==> config.mk <==
export PLATFORM = sky130hd
export DESIGN_NAME = sha1_digest
export DESIGN_NICKNAME = d
export VERILOG_FILES = /design/src/hdl/sha1_pkg.sv /design/src/hdl/sha1_ctrl.sv /design/src/hdl/sha1_dp.sv /design/src/hdl/sha1_digest.sv
export SDC_FILE = /design/constraint.sdc
export NUM_CORES = 2
export LEC_CHECK = 0
export BUFFER_PORTS_ARGS = -buffer_cell sky130_fd_sc_hd__buf_4
export CAP_MARGIN = 25
export CORE_UTILIZATION = 25
export DETAILED_ROUTE_END_ITERATION = 6
export PLACE_DENSITY = 0.49
export REMOVE_ABC_BUFFERS = 1
export SLEW_MARGIN = 25
export SYNTH_ARGS = -nofsm -noshare
export SYNTH_HDL_FRONTEND = slang
export SYNTH_SLANG_ARGS = --single-unit
==> constraint.sdc <==
create_clock -name clock -period 31 [get_ports clock]
set_input_delay 3.1 -clock clock [delete_from_list [all_inputs] [get_ports clock]]
set_output_delay 3.1 -clock clock [all_outputs]
set_load 0.03 [all_outputs]
==> src/hdl/sha1_pkg.sv <==
// Shared types and constants for the SHA-1 byte-stream hasher.
`default_nettype none
package sha1_pkg;

   localparam logic [31:0] H0_INIT = 32'h67452301;
   localparam logic [31:0] H1_INIT = 32'hEFCDAB89;
   localparam logic [31:0] H2_INIT = 32'h98BADCFE;
   localparam logic [31:0] H3_INIT = 32'h10325476;
   localparam logic [31:0] H4_INIT = 32'hC3D2E1F0;

   localparam logic [31:0] K_ROUND0 = 32'h5A827999;
   localparam logic [31:0] K_ROUND1 = 32'h6ED9EBA1;
   localparam logic [31:0] K_ROUND2 = 32'h8F1BBCDC;
   localparam logic [31:0] K_ROUND3 = 32'hCA62C1D6;

   localparam logic [7:0] PAD_MARK = 8'h80;

   localparam logic [6:0] ROUND_LAST = 7'd79;
   localparam logic [5:0] FILL_LAST = 6'd63;
   localparam logic [5:0] FILL_LEN_START = 6'd56;
   localparam logic [2:0] WORD_LAST = 3'd4;

   typedef enum logic [2:0] {
      ST_IDLE,
      ST_ROUND,
      ST_UPDATE,
      ST_PAD_MARK,
      ST_PAD_ZERO,
      ST_PAD_LEN,
      ST_OUTPUT
   } state_type;

   typedef enum logic [1:0] {
      SEL_DATA,
      SEL_MARK,
      SEL_ZERO,
      SEL_LEN
   } byte_sel_type;

   typedef struct packed {
      logic         shift_en;
      byte_sel_type byte_sel;
      logic         count_bits;
      logic         load_work;
      logic         round_en;
      logic         update_h;
      logic         out_next;
      logic         restart;
   } cmd_type;

   typedef struct packed {
      logic [5:0] fill;
      logic       round_last;
      logic       out_last;
   } status_type;

endpackage
`default_nettype wire

==> src/hdl/sha1_ctrl.sv <==
// Controller state machine: byte intake, padding sequence, compression and digest output.
`default_nettype none
module sha1_ctrl (
   input  wire                  clock,
   input  wire                  reset,
   input  wire                  req_valid,
   input  wire                  req_byte_valid,
   input  wire                  req_finish,
   output logic                 req_stall,
   output logic                 rsp_valid,
   input  wire                  rsp_stall,
   input  sha1_pkg::status_type status,
   output sha1_pkg::cmd_type    cmd
);
   import sha1_pkg::*;

   state_type state_ff, state_in;
   state_type ret_ff, ret_in;

   always_ff @(posedge clock) begin
      if (reset) begin
         state_ff <= ST_IDLE;
         ret_ff   <= ST_IDLE;
      end else begin
         state_ff <= state_in;
         ret_ff   <= ret_in;
      end
   end

   always_comb begin
      state_in  = state_ff;
      ret_in    = ret_ff;
      cmd       = '0;
      cmd.byte_sel = SEL_DATA;
      req_stall = 1'b1;
      rsp_valid = 1'b0;
      unique case (state_ff)
         ST_IDLE: begin
            req_stall = 1'b0;
            if (req_valid) begin
               if (req_byte_valid) begin
                  cmd.shift_en   = 1'b1;
                  cmd.byte_sel   = SEL_DATA;
                  cmd.count_bits = 1'b1;
               end
               if (req_byte_valid && status.fill == FILL_LAST) begin
                  // The block is full: compress it before anything else.
                  cmd.load_work = 1'b1;
                  state_in      = ST_ROUND;
                  ret_in        = req_finish ? ST_PAD_MARK : ST_IDLE;
               end else if (req_finish) begin
                  state_in = ST_PAD_MARK;
               end
            end
         end
         ST_ROUND: begin
            cmd.round_en = 1'b1;
            if (status.round_last) begin
               state_in = ST_UPDATE;
            end
         end
         ST_UPDATE: begin
            cmd.update_h = 1'b1;
            state_in     = ret_ff;
         end
         ST_PAD_MARK: begin
            cmd.shift_en = 1'b1;
            cmd.byte_sel = SEL_MARK;
            if (status.fill == FILL_LAST) begin
               cmd.load_work = 1'b1;
               state_in      = ST_ROUND;
               ret_in        = ST_PAD_ZERO;
            end else begin
               state_in = ST_PAD_ZERO;
            end
         end
         ST_PAD_ZERO: begin
            if (status.fill == FILL_LEN_START) begin
               state_in = ST_PAD_LEN;
            end else begin
               cmd.shift_en = 1'b1;
               cmd.byte_sel = SEL_ZERO;
               if (status.fill == FILL_LAST) begin
                  // The marker did not leave room for the length: one extra block.
                  cmd.load_work = 1'b1;
                  state_in      = ST_ROUND;
                  ret_in        = ST_PAD_ZERO;
               end
            end
         end
         ST_PAD_LEN: begin
            cmd.shift_en = 1'b1;
            cmd.byte_sel = SEL_LEN;
            if (status.fill == FILL_LAST) begin
               cmd.load_work = 1'b1;
               state_in      = ST_ROUND;
               ret_in        = ST_OUTPUT;
            end
         end
         ST_OUTPUT: begin
            rsp_valid = 1'b1;
            if (!rsp_stall) begin
               cmd.out_next = 1'b1;
               if (status.out_last) begin
                  cmd.restart = 1'b1;
                  state_in    = ST_IDLE;
               end
            end
         end
         default: begin
            state_in = ST_IDLE;
         end
      endcase
   end

endmodule
`default_nettype wire

==> src/hdl/sha1_dp.sv <==
// Datapath: message window, round registers, chaining words and bit count.
`default_nettype none
module sha1_dp (
   input  wire                   clock,
   input  wire                   reset,
   input  wire  [7:0]            req_data_byte,
   input  sha1_pkg::cmd_type     cmd,
   output sha1_pkg::status_type  status,
   output logic [31:0]           rsp_digest_word,
   output logic [2:0]            rsp_word_index,
   output logic                  rsp_last_word
);
   import sha1_pkg::*;

   logic [31:0] win_ff [16];
   logic [31:0] win_in [16];
   logic [31:0] h_ff   [5];
   logic [31:0] h_in   [5];
   logic [31:0] a_ff, b_ff, c_ff, d_ff, e_ff;
   logic [31:0] a_in, b_in, c_in, d_in, e_in;
   logic [5:0]  fill_ff, fill_in;
   logic [63:0] bits_ff, bits_in;
   logic [6:0]  round_ff, round_in;
   logic [2:0]  idx_ff, idx_in;

   logic [7:0]  new_byte;
   logic [63:0] len_shifted;
   logic [31:0] sched_word;
   logic [31:0] f_val;
   logic [31:0] k_val;
   logic [31:0] t_val;

   // The length goes out big-endian: fill 56 takes bits 63..56.
   assign len_shifted = bits_ff >> {~fill_ff[2:0], 3'b000};

   always_comb begin
      case (cmd.byte_sel)
         SEL_DATA: new_byte = req_data_byte;
         SEL_MARK: new_byte = PAD_MARK;
         SEL_ZERO: new_byte = 8'h00;
         default:  new_byte = len_shifted[7:0];
      endcase
   end

   assign sched_word = (win_ff[13] ^ win_ff[8] ^ win_ff[2] ^ win_ff[0]);

   always_comb begin
      if (round_ff < 7'd20) begin
         f_val = (b_ff & c_ff) | (~b_ff & d_ff);
         k_val = K_ROUND0;
      end else if (round_ff < 7'd40) begin
         f_val = b_ff ^ c_ff ^ d_ff;
         k_val = K_ROUND1;
      end else if (round_ff < 7'd60) begin
         f_val = (b_ff & c_ff) | (b_ff & d_ff) | (c_ff & d_ff);
         k_val = K_ROUND2;
      end else begin
         f_val = b_ff ^ c_ff ^ d_ff;
         k_val = K_ROUND3;
      end
   end

   assign t_val = {a_ff[26:0], a_ff[31:27]} + f_val + e_ff + k_val + win_ff[0];

   always_comb begin
      for (int i = 0; i < 16; i++) begin
         win_in[i] = win_ff[i];
      end
      if (cmd.shift_en) begin
         for (int i = 0; i < 15; i++) begin
            win_in[i] = {win_ff[i][23:0], win_ff[i+1][31:24]};
         end
         win_in[15] = {win_ff[15][23:0], new_byte};
      end else if (cmd.round_en) begin
         // The window holds w[i] .. w[i+15]; the oldest word drops out.
         for (int i = 0; i < 15; i++) begin
            win_in[i] = win_ff[i+1];
         end
         win_in[15] = {sched_word[30:0], sched_word[31]};
      end
   end

   always_comb begin
      a_in     = a_ff;
      b_in     = b_ff;
      c_in     = c_ff;
      d_in     = d_ff;
      e_in     = e_ff;
      round_in = round_ff;
      if (cmd.load_work) begin
         a_in     = h_ff[0];
         b_in     = h_ff[1];
         c_in     = h_ff[2];
         d_in     = h_ff[3];
         e_in     = h_ff[4];
         round_in = 7'd0;
      end else if (cmd.round_en) begin
         a_in     = t_val;
         b_in     = a_ff;
         c_in     = {b_ff[1:0], b_ff[31:2]};
         d_in     = c_ff;
         e_in     = d_ff;
         round_in = round_ff + 7'd1;
      end
   end

   always_comb begin
      for (int i = 0; i < 5; i++) begin
         h_in[i] = h_ff[i];
      end
      fill_in = fill_ff;
      bits_in = bits_ff;
      idx_in  = idx_ff;
      if (cmd.restart) begin
         h_in[0] = H0_INIT;
         h_in[1] = H1_INIT;
         h_in[2] = H2_INIT;
         h_in[3] = H3_INIT;
         h_in[4] = H4_INIT;
         fill_in = 6'd0;
         bits_in = 64'd0;
         idx_in  = 3'd0;
      end else begin
         if (cmd.update_h) begin
            h_in[0] = h_ff[0] + a_ff;
            h_in[1] = h_ff[1] + b_ff;
            h_in[2] = h_ff[2] + c_ff;
            h_in[3] = h_ff[3] + d_ff;
            h_in[4] = h_ff[4] + e_ff;
         end
         if (cmd.shift_en) begin
            fill_in = fill_ff + 6'd1;
         end
         if (cmd.count_bits) begin
            bits_in = bits_ff + 64'd8;
         end
         if (cmd.out_next) begin
            idx_in = idx_ff + 3'd1;
         end
      end
   end

   always_ff @(posedge clock) begin
      if (reset) begin
         h_ff[0]  <= H0_INIT;
         h_ff[1]  <= H1_INIT;
         h_ff[2]  <= H2_INIT;
         h_ff[3]  <= H3_INIT;
         h_ff[4]  <= H4_INIT;
         fill_ff  <= 6'd0;
         bits_ff  <= 64'd0;
         idx_ff   <= 3'd0;
         round_ff <= 7'd0;
      end else begin
         for (int i = 0; i < 5; i++) begin
            h_ff[i] <= h_in[i];
         end
         fill_ff  <= fill_in;
         bits_ff  <= bits_in;
         idx_ff   <= idx_in;
         round_ff <= round_in;
      end
   end

   always_ff @(posedge clock) begin
      for (int i = 0; i < 16; i++) begin
         win_ff[i] <= win_in[i];
      end
      a_ff <= a_in;
      b_ff <= b_in;
      c_ff <= c_in;
      d_ff <= d_in;
      e_ff <= e_in;
   end

   assign status.fill       = fill_ff;
   assign status.round_last = (round_ff == ROUND_LAST);
   assign status.out_last   = (idx_ff == WORD_LAST);

   assign rsp_digest_word = h_ff[idx_ff];
   assign rsp_word_index  = idx_ff;
   assign rsp_last_word   = (idx_ff == WORD_LAST);

endmodule
`default_nettype wire

==> src/hdl/sha1_digest.sv <==
// SHA-1 hasher top level: one message byte per transaction, five digest words out.
//
// The request channel carries one byte per transaction (req_byte_valid) and an
// optional finish flag that pads the message and produces the digest after that
// transaction's byte. A transaction with neither flag set changes nothing.
// Plain byte transactions are taken at one per cycle. The 64th byte of a block
// starts a compression that holds req_stall high through 80 rounds at one round
// per cycle and then the chaining update, so sustained intake is set by the
// single round unit. A finish shifts in the 0x80 marker, zero fill and the
// 64-bit length one byte per cycle outside the compressions, with one or two
// compressions before the first digest word.
// The digest leaves on the response channel as five transactions, word index 0
// to 4, most significant word first, with rsp_last_word on the fifth. While
// rsp_stall is high the current word holds and no new request is taken. After
// the fifth word the hasher returns to its initial chaining values for the next
// message. Synchronous reset puts it in the same start state, ready at once.
`default_nettype none
module sha1_digest (
   input  wire         clock,
   input  wire         reset,
   input  wire         req_valid,
   output logic        req_stall,
   input  wire  [7:0]  req_data_byte,
   input  wire         req_byte_valid,
   input  wire         req_finish,
   output logic        rsp_valid,
   input  wire         rsp_stall,
   output logic [31:0] rsp_digest_word,
   output logic [2:0]  rsp_word_index,
   output logic        rsp_last_word
);
   import sha1_pkg::*;

   cmd_type    cmd;
   status_type status;

   sha1_ctrl u_ctrl (
      .clock          (clock),
      .reset          (reset),
      .req_valid      (req_valid),
      .req_byte_valid (req_byte_valid),
      .req_finish     (req_finish),
      .req_stall      (req_stall),
      .rsp_valid      (rsp_valid),
      .rsp_stall      (rsp_stall),
      .status         (status),
      .cmd            (cmd)
   );

   sha1_dp u_dp (
      .clock           (clock),
      .reset           (reset),
      .req_data_byte   (req_data_byte),
      .cmd             (cmd),
      .status          (status),
      .rsp_digest_word (rsp_digest_word),
      .rsp_word_index  (rsp_word_index),
      .rsp_last_word   (rsp_last_word)
   );

endmodule
`default_nettype wire
==> results.txt <==
Critical Setup Path Class = flip-flop to flip-flop
Critical Path RT = 31450 ps
Final Net Count = 5963
CTS tree = done
Hold Vio Cnt, Final = 0
Seq cells post-synth = 918
Post-Syn Instances = 5643
I/O Pins = 52
Wirelength per Cell = 18.0 µm
CP delay by family, top = compound AO/OA/AOI/OAI gates
Core area = 0.208 mm²
Layout cells sized above 1 = 0.0638
Commonest register cell after synthesis = edfxtp_1
Final worst path period share = 0.263
Fmax achieved = 123 MHz
Synth warnings = 0
# rows = 167
Drt drc = 0
Worst clock skew = 43.0 ps
GRT overflow = 0
Setup Buffers After CTS = 0
GRT Total Usage = 0.143
CP max stage cell = a311oi_1
Syn Area/Cell = 9.30 µm²
Critical path peak fanout = 35
Slew Viols, Final = 0
Clk_lat worst skew = 740 ps
Yosys cell types = 90
WP data arrival = 8610 ps
Max Cap Viol = 0
Ys async rst share = 0
Clock tree buffer depth = 3
Critical Path Max Stage Delay = 570 ps
Initial antenna violation count = 4
Largest net degree at the start of global routing = 182
Global-route wire length before repair = 234 mm
Clock transition at path regs = 60 ps
Sequential share of the synthesized area = 0.478
Chip height = 460 µm
Sum of negative setup slack = 0 ps
Area delta synth->final = 12.8%
CP Buf/Inv Count = 7
Fin util = 0.285
Root buf cell = clkbuf_16
Routed Antenna Nets = 0
RSZ-0062 raised after global routing = no
Post-synth EDFFs = 672
Worst-Margin Slew = 1040 ps
DP Cell Count = 8283
Final wirelength = 153 mm
Hold Path Class = flip-flop to flip-flop
Yosys top cell by area = edfxtp_1
Initial core utilization = 0.252
H-tree depth = 3
Post-CTS Resized = 0
IO buf count = 51
Die area = 0.212 mm²
Synth top area share = 0.385
CTS Buf Count = 102
Cts hold-fix bufs = 0
Vias in the first global route = 38442
Slew headroom = 0.306
Critical Path Start Type = flip-flop
Via-to-Cell Ratio = 4.64
FILL cells = 22016
DR iter-0 viols = 3024
CP Capture Type = flip-flop
Drt first pass iters = 6
Outcome = finished, final reports clean
Placed wire-length estimate = 106 mm
Fin crit period = 8160 ps
Synthesized cell area = 0.0525 mm²
Clock Sinks = 918
Via count = 39313
Die width = 460 µm
GPL Wtd Cong = 0.883
# setup viols final = 0
Largest cells by area after synthesis = edfxtp_1 (38%), nand2_1 (15%), dfxtp_1 (9.4%)
Finished Layout Cells = 8476
==> routing by layer <==
layer,wire (µm),global-route usage,vias up
li1,-,-,19096
met3,8540,0.0243,195
met4,3760,0.0366,0
met1,71900,0.200,19128
met5,0,0,-
met2,68600,0.225,894
==> cell type report <==
| type | instances | area [µm²] | area share |
|---|---|---|---|
| diodes | 1 | 2.50 | 0.0000423 |
| clock buffers | 148 | 2920 | 0.0493 |
| multi-input cells | 4266 | 25700 | 0.434 |
| flip-flops and latches | 918 | 25100 | 0.424 |
| clock inverters | 44 | 390 | 0.00659 |
| inverters | 214 | 803 | 0.0136 |
| repair buffers | 97 | 781 | 0.0132 |
| well taps | 2788 | 3490 | 0.0589 |
==> tightest hold or removal path: cells and delay by family (launching register included) <==
kind / cells / cell delay, ps
simple gates: 1 / 50
compound gates: 1 / 50
flops: 1 / 310
==> registers in the layout (all words and copies together) (netlist names), named ones only <==
register / cells
u_dp.d_ff: 32
u_ctrl.ret_ff: 3
u_ctrl.state_ff: 3
u_dp.c_ff: 32
u_dp.a_ff: 32
u_dp.bits_ff: 61
u_dp.win_ff: 512
u_dp.fill_ff: 6
u_dp.e_ff: 32
u_dp.b_ff: 32
u_dp.h_ff: 160
u_dp.rsp_word_index: 3
u_dp.round_ff: 7
==> Yosys cell counts, types with 31 or more instances <==
| library cell | number |
|---|---|
| o211ai_1 | 55 |
| a211oi_1 | 36 |
| dfxtp_1 | 246 |
| nor2b_1 | 60 |
| inv_1 | 212 |
| nor2_1 | 266 |
| and3_1 | 31 |
| xor2_1 | 110 |
| o21ai_1 | 43 |
| clkbuf_1 | 216 |
| o21ai_0 | 149 |
| nand3_1 | 70 |
| ha_1 | 226 |
| nand2_1 | 2107 |
| a21o_1 | 65 |
| nor3_1 | 41 |
| a21oi_1 | 262 |
| fa_1 | 124 |
| edfxtp_1 | 672 |
| mux2_2 | 32 |
| xnor2_1 | 194 |
| mux4_2 | 45 |
==> path summary, 6_finish.rpt <==
kind                            startpoint                             to  slack [ps]  cells past startpoint
max          u_dp.round_ff[4]$_SDFFE_PP0P_        u_dp.a_ff[31]$_DFFE_PP_       22840                     28
max reg2reg  u_dp.round_ff[4]$_SDFFE_PP0P_        u_dp.a_ff[31]$_DFFE_PP_       22840                     28
min          u_ctrl.ret_ff[1]$_SDFFE_PP0P_  u_ctrl.ret_ff[1]$_SDFFE_PP0P_         460                      2
min reg2reg  u_ctrl.ret_ff[1]$_SDFFE_PP0P_  u_ctrl.ret_ff[1]$_SDFFE_PP0P_         460                      2
==> layout by cell type, fill, tap and decap left out, types with 124 or more instances in the layout <==
cell,n
a21oi_1,261
dfxtp_1,243
edfxtp_1,672
fa_1,124
ha_1,226
inv_1,212
nand2_1,2102
nor2_1,262
o21ai_0,149
xnor2_1,194
==> metrics by stage <==
| step | worst slack, ps | hold slack (ps) | area, µm² |
|---|---|---|---|
| floorplan | -26730 | 426 | 51500 |
| global placement | 22930 | 459 | 55900 |
| detailed placement | 22860 | 448 | 55900 |
| CTS | 22820 | 459 | 59200 |
| global route | 22290 | 481 | 59200 |
| finish | 22840 | 456 | 59200 |
==> kinds of logic (layout without fill, tap and decap cells) <==
| group | Yosys count | in the layout | share of synthesized area |
|---|---|---|---|
| xor gates and xnor gates | 304 | 304 | 0.0507 |
| DFF | 918 | 918 | 0.478 |
| buffers and inverters | 459 | 503 | 0.0331 |
| other | 0 | 1 | 0 |
| and+or+nand+nor | 2697 | 2697 | 0.208 |
| muxes | 93 | 93 | 0.0292 |
| adders and majority gates | 350 | 350 | 0.101 |
| AOI/OAI and AO/OA | 822 | 822 | 0.0997 |
Power is not shown: default switching activity piles up to over one toggle a cycle in this logic, so the estimate is an artifact.
